## config.mk

```make
export PLATFORM = sky130hd
export DESIGN_NAME = hthq_out_fifo
export DESIGN_NICKNAME = d
export VERILOG_FILES = /design/src/heightmap_triangle_height_query_top_defines.svh /design/src/hthq_pkg.sv /design/src/hthq_out_fifo.sv
export SDC_FILE = /design/constraint.sdc
export NUM_CORES = 1
export LEC_CHECK = 0
export BUFFER_PORTS_ARGS = -buffer_cell sky130_fd_sc_hd__buf_2
export CAP_MARGIN = 20
export CORE_ASPECT_RATIO = 0.7
export CORE_MARGIN = 2
export CORE_UTILIZATION = 40
export CTS_BUF_LIST = sky130_fd_sc_hd__clkbuf_4 sky130_fd_sc_hd__clkbuf_8
export CTS_CLUSTER_DIAMETER = 40
export DETAILED_ROUTE_END_ITERATION = 10
export PLACE_DENSITY = 0.61
export SLEW_MARGIN = 20
export SYNTH_ARGS = -nofsm -noshare
export SYNTH_HDL_FRONTEND = slang
export SYNTH_SLANG_ARGS = --single-unit
```

## constraint.sdc

```tcl
create_clock -name i_clk -period 1.8 [get_ports i_clk]
set_input_delay 0.36 -clock i_clk [delete_from_list [all_inputs] [get_ports i_clk]]
set_output_delay 0.36 -clock i_clk [all_outputs]
set_load 0.03 [all_outputs]
```

## src/heightmap_triangle_height_query_top_defines.svh

```systemverilog
// Assertion macros shared by the heightmap height query RTL.
`ifndef HEIGHTMAP_TRIANGLE_HEIGHT_QUERY_TOP_DEFINES_SVH
`define HEIGHTMAP_TRIANGLE_HEIGHT_QUERY_TOP_DEFINES_SVH

// Check a property on every clock edge outside reset.
`define HTHQ_ASSERT(lbl, clk, rst_n, prop, msg) \
    lbl: assert property (@(posedge clk) disable iff (!rst_n) (prop)) else $error(msg);

// Check a property on every clock edge, reset included.
`define HTHQ_ASSERT_ALWAYS(lbl, clk, prop, msg) \
    lbl: assert property (@(posedge clk) (prop)) else $error(msg);

`endif

```

## src/hthq_pkg.sv

```systemverilog
// Shared types, field layout and constants of the heightmap height query block.
`timescale 1ns / 1ps
`default_nettype none

package hthq_pkg;

    // Default configuration
    localparam int TILES_DEF     = 256;
    localparam int FRAC_BITS_DEF = 8;

    // Field widths
    localparam int VIDX_W  = 17;
    localparam int HBYTE_W = 8;
    localparam int POS_W   = 18;
    localparam int HQ_W    = 16;

    // Slave tdata layout, lowest field first
    localparam int VIDX_LSB  = 0;
    localparam int HBYTE_LSB = VIDX_LSB + VIDX_W;
    localparam int POSX_LSB  = HBYTE_LSB + HBYTE_W;
    localparam int POSZ_LSB  = POSX_LSB + POS_W;
    localparam int S_TDATA_W = ((POSZ_LSB + POS_W + 7) / 8) * 8;
    localparam int M_TDATA_W = HQ_W;

    // Request kinds carried in tuser
    localparam logic REQ_LOAD  = 1'b0;
    localparam logic REQ_QUERY = 1'b1;

    // Saturation level of the result
    localparam int HQ_MAX = (1 << HQ_W) - 1;

    // Result queue
    localparam int OFIFO_DEPTH = 4;
    localparam int OFIFO_PTR_W = $clog2(OFIFO_DEPTH);
    localparam int OFIFO_CNT_W = $clog2(OFIFO_DEPTH + 1);

    // Read sequencer phases of one query
    typedef enum logic [1:0] {
        PH_IDLE,
        PH_RD2,
        PH_RD3
    } t_phase;

    // One result item
    typedef struct packed {
        logic            is_land;
        logic [HQ_W-1:0] height_q8;
    } t_result;

endpackage

`default_nettype wire

```

## src/hthq_out_fifo.sv

```systemverilog
// Small result queue between the interpolation pipe and the master port.
`timescale 1ns / 1ps
`default_nettype none

module hthq_out_fifo (
    input  wire                                i_clk,
    input  wire                                i_rst_n,
    input  wire                                i_push,
    input  hthq_pkg::t_result                  i_push_data,
    input  wire                                i_pop,
    output hthq_pkg::t_result                  o_head,
    output logic                               o_valid,
    output logic [hthq_pkg::OFIFO_CNT_W-1:0]   o_count
);

    hthq_pkg::t_result                  r_buf [hthq_pkg::OFIFO_DEPTH];
    logic [hthq_pkg::OFIFO_PTR_W-1:0]   r_wr_ptr;
    logic [hthq_pkg::OFIFO_PTR_W-1:0]   r_rd_ptr;
    logic [hthq_pkg::OFIFO_CNT_W-1:0]   r_count;
    logic                               w_pop;

    assign w_pop   = i_pop && (r_count != '0);
    assign o_valid = (r_count != '0);
    assign o_head  = r_buf[r_rd_ptr];
    assign o_count = r_count;

    // Store pushed items
    always_ff @(posedge i_clk) begin
        if (i_push) begin
            r_buf[r_wr_ptr] <= i_push_data;
        end
    end

    // Advance pointers and occupancy
    always_ff @(posedge i_clk) begin
        if (!i_rst_n) begin
            r_wr_ptr <= '0;
            r_rd_ptr <= '0;
            r_count  <= '0;
        end else begin
            if (i_push) begin
                r_wr_ptr <= r_wr_ptr + 1'b1;
            end
            if (w_pop) begin
                r_rd_ptr <= r_rd_ptr + 1'b1;
            end
            case ({i_push, w_pop})
                2'b10:   r_count <= r_count + 1'b1;
                2'b01:   r_count <= r_count - 1'b1;
                default: r_count <= r_count;
            endcase
        end
    end

endmodule

`default_nettype wire

```

; ---- Yosys cells after proc, flatten, opt, wreduce, memory -nomap -nowiden
; Memory sizes are Yosys's and may differ from the RTL's. A register that Yosys moved wholly into a read port is not among the register bits.
; Index checks and enable logic that the tools add are counted.
[classes]
eq_ne = 2
addsub = 4
n_reduce_logical = 3
mux = 5
[op_table]
columns = operator, count
row1 = 3-bit one-hot mux with 2 select lines, 1
row2 = 2-bit by 1-bit adder with 2-bit output (second input constant), 2
row3 = 2-bit 2-to-1 mux, 2
row4 = 3-bit by 1-bit adder with 3-bit output (second input constant), 1
row5 = 3-bit nonzero test, 1
row6 = 3-bit by 1-bit subtractor with 3-bit output (second input constant), 1
row7 = 2-bit by 1-bit == test with 1-bit output (second input constant), 1
row8 = 2-bit == test (second input constant), 1
row9 = 1-bit 2-to-1 mux, 2
row10 = 2-bit nonzero test, 1
row11 = 1-bit logical AND, 1
[word_totals]
memories = 1
inputBits = 21
mem_bits_rw = 68
wordCells = 18
output_inout_bits = 21
ff_bits = 7
[memory_table]
columns = memory, depth, word_bits, read_ports, rd_ports_with_merged_regs, write_ports, line_no
row1 = r_buf, 4, 17, 1, 1, 1, hthq_out_fifo.sv:16  ; hthq_pkg::t_result r_buf [hthq_pkg::OFIFO_DEPTH];

; ---- Longest topological paths before layout
; Gate-level depths: netlist of the first run.
[logic_depth]
depth_word = 4
ltp_mapped = 7
depth_no_buf = 7

; ---- Worst setup path after synthesis of the first run
; No wires, ideal clock.
[synth_path]
kind = flip-flop to flip-flop
startpoint = register r_count (netlist bit o_count[0])
endpoint = register r_count (netlist bit o_count[2])
path_slack_ps = -221
n_path_buf = 0
period_less_slack_ps = 2021
stages_incl_launch_ff = 8
required_ps = 1724
setup_time_ps = 76
arrival_time_ps = 1946
cell_sequence = dfxtp_1 -> o31a_1 -> ha_1 -> inv_1 -> fa_1 -> xor2_1 -> or3_1 -> a21boi_0
[synth_between]
elab_chain_cells = 4
word_cells_on_any_way = 8
classes_between = add/sub: 2 / eq/ne: 2 / mux: 1 / reduce/logical: 3
[synth_rtl]
columns = item, line_no
row1 = "start, declared", hthq_out_fifo.sv:19  ; logic [hthq_pkg::OFIFO_CNT_W-1:0] r_count;
row2 = "start signal, assigned", hthq_out_fifo.sv:48  ; 2'b10: r_count <= r_count + 1'b1;
row3 = "start signal, assigned", hthq_out_fifo.sv:49  ; 2'b01: r_count <= r_count - 1'b1;
row4 = "start signal, assigned", hthq_out_fifo.sv:50  ; default: r_count <= r_count;
row5 = 3-bit nonzero test (*), hthq_out_fifo.sv:22  ; assign w_pop = i_pop && (r_count != '0);
row6 = 1-bit logical AND (*), hthq_out_fifo.sv:22
row7 = via w_pop, hthq_out_fifo.sv:20  ; logic w_pop;
row8 = 2-bit by 1-bit == test with 1-bit output / 2-bit == test (equally long branches), hthq_out_fifo.sv:47  ; case ({i_push, w_pop})
row9 = 3-bit one-hot mux with 2 select lines / 2-bit nonzero test (equally long branches), -
; The timed path passes the listed nets; every way through them passes the cells marked *.
; A chain may end at the register's enable or synchronous reset.

==> metrics.txt, run 1 <==
# TYPE chip_impl_metric gauge
chip_impl_info{name="rsz_0062_raised_after_global_routing",value="true"} 1
chip_impl_info{name="timing_worst_setup_path_type",value="reg -> out"} 1
chip_impl_metric{name="vias",unit=""} 1427
chip_impl_info{name="worstReg2RegStart",value="o_count[1]"} 1
chip_impl_metric{name="timing.critical_path.fanout_max",unit=""} 9
chip_impl_metric{name="slew-limit-headroom",unit="%"} 77.6
chip_impl_metric{name="power.density",unit="nW/um^2"} 1320
chip_impl_metric{name="final_wtd_congestion",unit=""} 0.800
chip_impl_metric{name="overall_overflow_remaining_after_global_route",unit=""} 0
chip_impl_info{name="setup.worst_path.end_class",value="primary output"} 1
chip_impl_metric{name="firstDrtPassIters",unit=""} 4
chip_impl_metric{name="synth_seq_cells",unit=""} 77
chip_impl_metric{name="io-pin-count",unit=""} 42
chip_impl_metric{name="rrSetupSlack",unit="ns"} 0.04
chip_impl_info{name="critical_path.reg2reg.endpoint",value="o_count[2]"} 1
chip_impl_metric{name="worst_clock_skew",unit="ns"} 0.00749
chip_impl_metric{name="clkSlewWorstSetupHoldPaths",unit="ns"} 0.08
chip_impl_metric{name="synth.top_cell.area_share",unit="%"} 69.2
chip_impl_metric{name="arrival",unit="ns"} 1.55
chip_impl_metric{name="grt_antenna_before_repair",unit=""} 0
chip_impl_metric{name="initial_core_util",unit="%"} 40.9
chip_impl_metric{name="detail_route.wirelength",unit="um"} 4830
chip_impl_metric{name="post-route-period-util",unit="%"} 106
chip_impl_info{name="synth.largest_area_cell",value="edfxtp_1"} 1
chip_impl_metric{name="timing.critical_path.required",unit="ns"} 1.44
chip_impl_metric{name="antenna_left",unit=""} 0
chip_impl_metric{name="antenna_cells",unit=""} 0
chip_impl_info{name="endpoint",value="o_head[5]"} 1
chip_impl_metric{name="final.setup.tns",unit="ns"} -1.46
chip_impl_metric{name="synthesis.area_per_instance",unit="um^2"} 21.9
chip_impl_metric{name="h-tree-depth",unit=""} 3
chip_impl_metric{name="grt_start_max_net_pins",unit=""} 18
chip_impl_metric{name="detail_route.iter0.violations",unit=""} 83
chip_impl_info{name="critPathLaunchType",value="register"} 1
chip_impl_metric{name="synthesis.instances",unit=""} 135
chip_impl_metric{name="share_of_post_route_cells_with_drive_strength_above_1",unit="%"} 46.0
chip_impl_metric{name="worst_slack",unit="ns"} -0.115
chip_impl_metric{name="area_delta_synth_final",unit="%"} 25.1
chip_impl_info{name="yosys-top-cells-area",value="edfxtp_1, mux4_2, mux4_1, dfxtp_1, ha_1"} 1
chip_impl_metric{name="die_area",unit="um^2"} 8090
chip_impl_metric{name="wire_per_inst",unit="um"} 16.1
chip_impl_metric{name="grt_pass1_vias",unit=""} 1476
chip_impl_metric{name="synth_sequential_area_ratio",unit="%"} 75.3
chip_impl_info{name="outcome",value="complete, but fails checks"} 1
chip_impl_metric{name="fin_nets",unit=""} 224
chip_impl_metric{name="clkLatencyLatePin",unit="ns"} 0.34
chip_impl_metric{name="max_freq",unit="MHz"} 522
chip_impl_metric{name="portBuffers",unit=""} 41
chip_impl_metric{name="die_height",unit="um"} 75.9
chip_impl_metric{name="grt_pass1_wl",unit="um"} 7370
chip_impl_metric{name="drc",unit=""} 0
chip_impl_metric{name="finalCoreUtilization",unit="%"} 51.1
chip_impl_metric{name="timing.reg2reg.worst_path_depth",unit=""} 7
chip_impl_metric{name="ctsHoldBuffers",unit=""} 0
chip_impl_metric{name="finalMaxSlewViolations",unit=""} 0
chip_impl_metric{name="post_synth_instance_area",unit="um^2"} 2950
chip_impl_metric{name="vdd_ir_drop_max",unit="uV"} 461
chip_impl_metric{name="number_of_clock_sinks",unit=""} 77
chip_impl_metric{name="worstMarginPinSlew",unit="ns"} 0.335
chip_impl_metric{name="hpwlAfterDp",unit="um"} 3150
chip_impl_metric{name="fp-row-count",unit=""} 26
chip_impl_metric{name="yosysWarningCount",unit=""} 0
chip_impl_metric{name="grtUsageTotal",unit="%"} 12.9
chip_impl_metric{name="detail_route.vias_per_cell",unit=""} 4.76
chip_impl_metric{name="drv_cap",unit=""} 0
chip_impl_info{name="layout_commonest_cell",value="edfxtp_1"} 1
chip_impl_metric{name="die_w",unit="um"} 107
chip_impl_metric{name="finalWorstPathRequiredPeriod",unit="ns"} 1.91
chip_impl_metric{name="timing.final.setup_violations",unit=""} 17
chip_impl_info{name="tritoncts",value="done"} 1
chip_impl_info{name="clockRootBuffer",value="clkbuf_8"} 1
chip_impl_info{name="most-common-layout-cells",value="edfxtp_1, buf_2, mux4_2, buf_6, buf_4"} 1
chip_impl_metric{name="cts_buffers",unit=""} 9
chip_impl_metric{name="design.core.area",unit="um^2"} 7220
chip_impl_info{name="timing.hold.worst.class",value="in -> reg"} 1
chip_impl_info{name="min-delay-start",value="i_push_data[9]"} 1
chip_impl_metric{name="mappedNetlistNets",unit=""} 162
chip_impl_metric{name="synth_cell_type_count",unit=""} 21
chip_impl_metric{name="cellLeakagePower",unit="nW"} 1.29
chip_impl_metric{name="clock_tree.buffer_depth",unit=""} 2
chip_impl_metric{name="hold_viol_final",unit=""} 0
chip_impl_metric{name="fin_worst_hold_slack",unit="ns"} 0.232
chip_impl_info{name="failing_checks",value="negative setup slack"} 1
==> cells in the mapped netlist (all sizes together) <==
master  instances
inv             6
o31a            1
ha              5
mux2i           1
or3             2
dfxtp           9
mux4           17
buf             4
a21boi          1
xnor2           3
fa              1
and2            8
nor2b           3
o21ai           2
xor2            2
o311ai          1
edfxtp         68
nand2           1
==> layout make-up <==
cell class,count,area (um^2)
fill,581,3530
sequential,77,2240
multi-input combinational,48,644
timing repair buffer,55,467
clock buffer,9,124
tap,98,123
clock inverter,7,73.8
inverter,6,22.5
==> cell families after synthesis <==
| group | Yosys count | synth area share (%) |
|---|---|---|
| flops | 77 | 75.3 |
| mux | 18 | 14.2 |
| simple gates | 14 | 2.88 |
| buf+inv | 10 | 2.16 |
| fa+ha+maj | 6 | 2.80 |
| compound gates | 5 | 1.19 |
| xor+xnor | 5 | 1.48 |
==> critical path: stages, from the launching register on <==
cell	delay (ns)
dfxtp_4	0.38
buf_12	0.14
mux4_2	0.53
buf_6	0.16
==> per-stage QoR <==
| stage | instance area [um^2] | total power, mW | worst slack, ns | instances |
|---|---|---|---|---|
| after floorplan | 2970 | 3.10 | 0.0226 | 135 |
| after global placement | 3370 | 3.38 | 0.0142 | 282 |
| after detailed placement | 3370 | 3.42 | -0.0698 | 282 |
| after CTS | 3680 | 4.94 | -0.146 | 298 |
| after global routing | 3690 | 5.14 | -0.191 | 300 |
| final | 3690 | 4.89 | -0.115 | 300 |
==> what timing repair did <==
action	in CTS	in global routing
setup buffers	0	2
cloned	0	0
resized for setup	49	0
pin swaps	0	2
endpoints found under the setup margin	17	18
==> sequential cells by signal, indices dropped and copies added (netlist names), named ones only <==
name and cells:
r_wr_ptr 2, r_rd_ptr 2, r_buf 68, o_count 3
==> metal layers <==
layer	share of wire [%]	global-route usage (%)	vias to the layer above
met5	0	0	-
met1	45	15.3	730
met4	0.91	4.33	0
met3	4.2	5.73	4
met2	50	21.4	34
li1	-	-	659
==> how the worst min path moves through the flow <==
stage,cells after the start,to
floorplan,0,r_buf[0][0]
global placement,2,o_count[2]
detailed placement,2,o_count[2]
CTS,1,r_buf[0][0]
global route,1,r_buf[0][1]
finish,1,r_buf[0][9]
==> report_power, final <==
group / switching [mW] / total, mW / internal [mW]
sequential: 0.0707 / 2.16 / 2.09
clock: 0.612 / 1.25 / 0.641
combinational: 0.753 / 1.47 / 0.717
Note: power is estimated with default switching activity, not from simulation.
==> run 2, diff against run 1 <==
Settings changed: CTS_BUF_LIST sky130_fd_sc_hd__clkbuf_4 sky130_fd_sc_hd__clkbuf_8 to sky130_fd_sc_hd__clkbuf_8, RECOVER_POWER set to 25.
==> run 2 against run 1 <==
- register-to-register slack hardly changed
- wire length is 0.35% lower
- hold slack hardly changed
- combinational power hardly changed
- clock skew hardly changed
- the run still ends with negative setup slack left
- via count is 0.28% lower
- global-route usage stayed put
- non-clock buffer count stayed put
- die area stayed put
- final cell count stayed put
- highest routed layer unchanged
- critical path depth stayed put
==> metrics.txt, run 2 (synthesis results as in run 1) <==
# TYPE chip_impl_metric gauge
chip_impl_metric{name="overall_overflow_remaining_after_global_route",unit=""} 0
chip_impl_metric{name="final-instance-count-excl-fill",unit=""} 300
chip_impl_info{name="layout_commonest_cell",value="edfxtp_1"} 1
chip_impl_metric{name="grt_start_max_net_pins",unit=""} 18
chip_impl_metric{name="share_of_post_route_cells_with_drive_strength_above_1",unit="%"} 40.1
chip_impl_info{name="critical_path.reg2reg.endpoint",value="o_count[2]"} 1
chip_impl_metric{name="largest_register_ff_count",unit=""} 68
chip_impl_metric{name="max_freq",unit="MHz"} 524
chip_impl_metric{name="placed_cells",unit=""} 282
chip_impl_metric{name="h-tree-depth",unit=""} 3
chip_impl_metric{name="die_w",unit="um"} 107
chip_impl_metric{name="timing.critical_path.fanout_max",unit=""} 9
chip_impl_metric{name="worst_slack",unit="ns"} -0.107
chip_impl_info{name="critical_path.top_delay_family",value="multiplexers"} 1
chip_impl_metric{name="design.core.area",unit="um^2"} 7220
chip_impl_metric{name="drv_cap",unit=""} 0
chip_impl_metric{name="die_height",unit="um"} 75.9
chip_impl_info{name="rsz_0062_raised_after_global_routing",value="true"} 1
chip_impl_metric{name="timing.final.setup_violations",unit=""} 17
chip_impl_metric{name="worstMarginPinSlew",unit="ns"} 0.330
chip_impl_metric{name="grt_pass1_vias",unit=""} 1476
chip_impl_info{name="registers.top_by_ff_count",value="r_buf"} 1
chip_impl_metric{name="detail_route.iter0.violations",unit=""} 91
chip_impl_info{name="endpoint",value="o_head[5]"} 1
chip_impl_metric{name="hpwlAfterDp",unit="um"} 3150
chip_impl_metric{name="dpl_worst_slack",unit="ns"} -0.0698
chip_impl_metric{name="io-pin-count",unit=""} 42
chip_impl_metric{name="path_buf_inv",unit=""} 2
chip_impl_metric{name="antenna_left",unit=""} 0
chip_impl_metric{name="drc",unit=""} 0
chip_impl_metric{name="portBuffers",unit=""} 41
chip_impl_metric{name="worst_path_largest_cell_delay",unit="ns"} 0.53
chip_impl_metric{name="wire_per_inst",unit="um"} 16.1
chip_impl_metric{name="cp_num_cells",unit=""} 3
chip_impl_info{name="critPathLaunchType",value="register"} 1
chip_impl_metric{name="power.total",unit="mW"} 4.89
chip_impl_metric{name="finalWorstPathRequiredPeriod",unit="ns"} 1.91
chip_impl_metric{name="cellLeakagePower",unit="nW"} 1.25
chip_impl_info{name="cp_slowest_cell",value="mux4_2"} 1
chip_impl_metric{name="grt_pass1_wl",unit="um"} 7370
chip_impl_info{name="failing_checks",value="negative setup slack"} 1
chip_impl_info{name="most-common-layout-cells",value="edfxtp_1, mux4_2, buf_6, buf_2, clkbuf_1"} 1
chip_impl_metric{name="firstDrtPassIters",unit=""} 6
chip_impl_metric{name="detail_route.vias_per_cell",unit=""} 4.74
chip_impl_metric{name="finalMaxSlewViolations",unit=""} 0
chip_impl_info{name="worstReg2RegStart",value="o_count[1]"} 1
chip_impl_metric{name="fin_nets",unit=""} 224
chip_impl_metric{name="clkLatencyLatePin",unit="ns"} 0.34
chip_impl_metric{name="vias",unit=""} 1423
chip_impl_metric{name="number_of_clock_sinks",unit=""} 77
chip_impl_metric{name="cts_buffers",unit=""} 9
chip_impl_metric{name="arrival",unit="ns"} 1.55
chip_impl_metric{name="detail_route.wirelength",unit="um"} 4820
chip_impl_info{name="clockRootBuffer",value="clkbuf_8"} 1
chip_impl_metric{name="post-route-period-util",unit="%"} 106
chip_impl_metric{name="power.density",unit="nW/um^2"} 1330
chip_impl_info{name="timing_worst_setup_path_type",value="reg -> out"} 1
chip_impl_metric{name="die_area",unit="um^2"} 8090
chip_impl_info{name="setup.worst_path.end_class",value="primary output"} 1
chip_impl_metric{name="antenna_cells",unit=""} 0
chip_impl_metric{name="initial_core_util",unit="%"} 40.9
chip_impl_metric{name="clkSlewWorstSetupHoldPaths",unit="ns"} 0.07
chip_impl_metric{name="area_delta_synth_final",unit="%"} 24.5
chip_impl_metric{name="fp-row-count",unit=""} 26
chip_impl_metric{name="ctsHoldBuffers",unit=""} 0
chip_impl_metric{name="hold_viol_final",unit=""} 0
chip_impl_metric{name="timing.critical_path.required",unit="ns"} 1.44
chip_impl_metric{name="timing.reg2reg.worst_path_depth",unit=""} 7
chip_impl_info{name="crit_path_cell_trace",value="buf_12, mux4_2, buf_6"} 1
chip_impl_info{name="timing.hold.worst.class",value="in -> reg"} 1
chip_impl_info{name="outcome",value="complete, but fails checks"} 1
chip_impl_metric{name="rrSetupSlack",unit="ns"} 0.04
chip_impl_info{name="tritoncts",value="done"} 1
chip_impl_metric{name="slew-limit-headroom",unit="%"} 78.0
chip_impl_metric{name="final_wtd_congestion",unit=""} 0.800
chip_impl_metric{name="worst_clock_skew",unit="ns"} 0.00745
chip_impl_metric{name="vdd_ir_drop_max",unit="uV"} 461
chip_impl_metric{name="filler_cell_count",unit=""} 585
chip_impl_metric{name="grt_antenna_before_repair",unit=""} 0
chip_impl_metric{name="fin_worst_hold_slack",unit="ns"} 0.232
chip_impl_metric{name="clock_tree.buffer_depth",unit=""} 2
chip_impl_metric{name="grtUsageTotal",unit="%"} 12.9
run 2: cell types whose count changed in the layout (fill, tap and decap cells not counted), sizes merged:
cell	before	now
clkbuf	9	21
buf	55	43
run 2: final cells by class:
class	instances	area, um^2	share of cell area, %
repair buffers	55	452	12.3
flip-flops and latches	77	2240	60.9
clock buffers	9	124	3.37
inverters	6	22.5	0.613
multi-input cells	48	644	17.5
clock inverters	7	73.8	2.01
well taps	98	123	3.34
run 2: worst min path at each step:
stage	start	endpoint	cells past startpoint
6_report	i_push_data[4]	r_buf[1][4]	1
5_1_grt	i_push_data[4]	r_buf[3][4]	1
4_1_cts	i_push_data[0]	r_buf[0][0]	1
3_5_place_dp	o_count[2]	o_count[2]	2
3_3_place_gp	o_count[2]	o_count[2]	2
2_1_floorplan	i_push_data[0]	r_buf[0][0]	0
run 2: report_power, final:
group / leakage, nW / internal [mW] / total [mW] / switching, mW
sequential: 0.701 / 2.09 / 2.16 / 0.0707
combinational: 0.462 / 0.714 / 1.47 / 0.752
clock: 0.0895 / 0.641 / 1.26 / 0.616
total: 1.25 / 3.45 / 4.89 / 1.44
run 2: metal layers:
| metal | part of all wire, % | global-route usage (%) | wire (um) | vias to the layer above |
|---|---|---|---|---|
| met1 | 44 | 15.3 | 2100 | 728 |
| met2 | 51 | 21.4 | 2440 | 32 |
| met5 | 0 | 0 | 0 | - |
| li1 | - | - | - | 659 |
| met3 | 4.7 | 5.73 | 227 | 4 |
| met4 | 0.96 | 4.33 | 46 | 0 |
run 2: timing repair:
action / CTS / global route
endpoints found under the setup margin: 17 / 18
resized for setup: 49 / 0
setup buffers: 0 / 2
cloned: 0 / 0
pin swaps: 0 / 2
run 2: through the flow:
| stage | area, um^2 | TNS (ns) | util (%) |
|---|---|---|---|
| 2_1_floorplan | 2970 | 0 | - |
| 3_3_place_gp | 3370 | 0 | 46.7 |
| 3_5_place_dp | 3370 | -0.0698 | 46.7 |
| 4_1_cts | 3680 | -2.11 | 50.9 |
| 5_1_grt | 3680 | -2.80 | 50.9 |
| 6_report | 3680 | -1.48 | 50.9 |
run 2: worst register-to-register path: cells and delay by family, from the launching register on:
family | cells | cell delay [ns]
and+or+nand+nor | 1 | 0.32
buffers and inverters | 1 | 0.05
DFF | 1 | 0.37
xor gates and xnor gates | 1 | 0.15
adders and majority gates | 2 | 0.51
AOI/OAI and AO/OA | 2 | 0.28
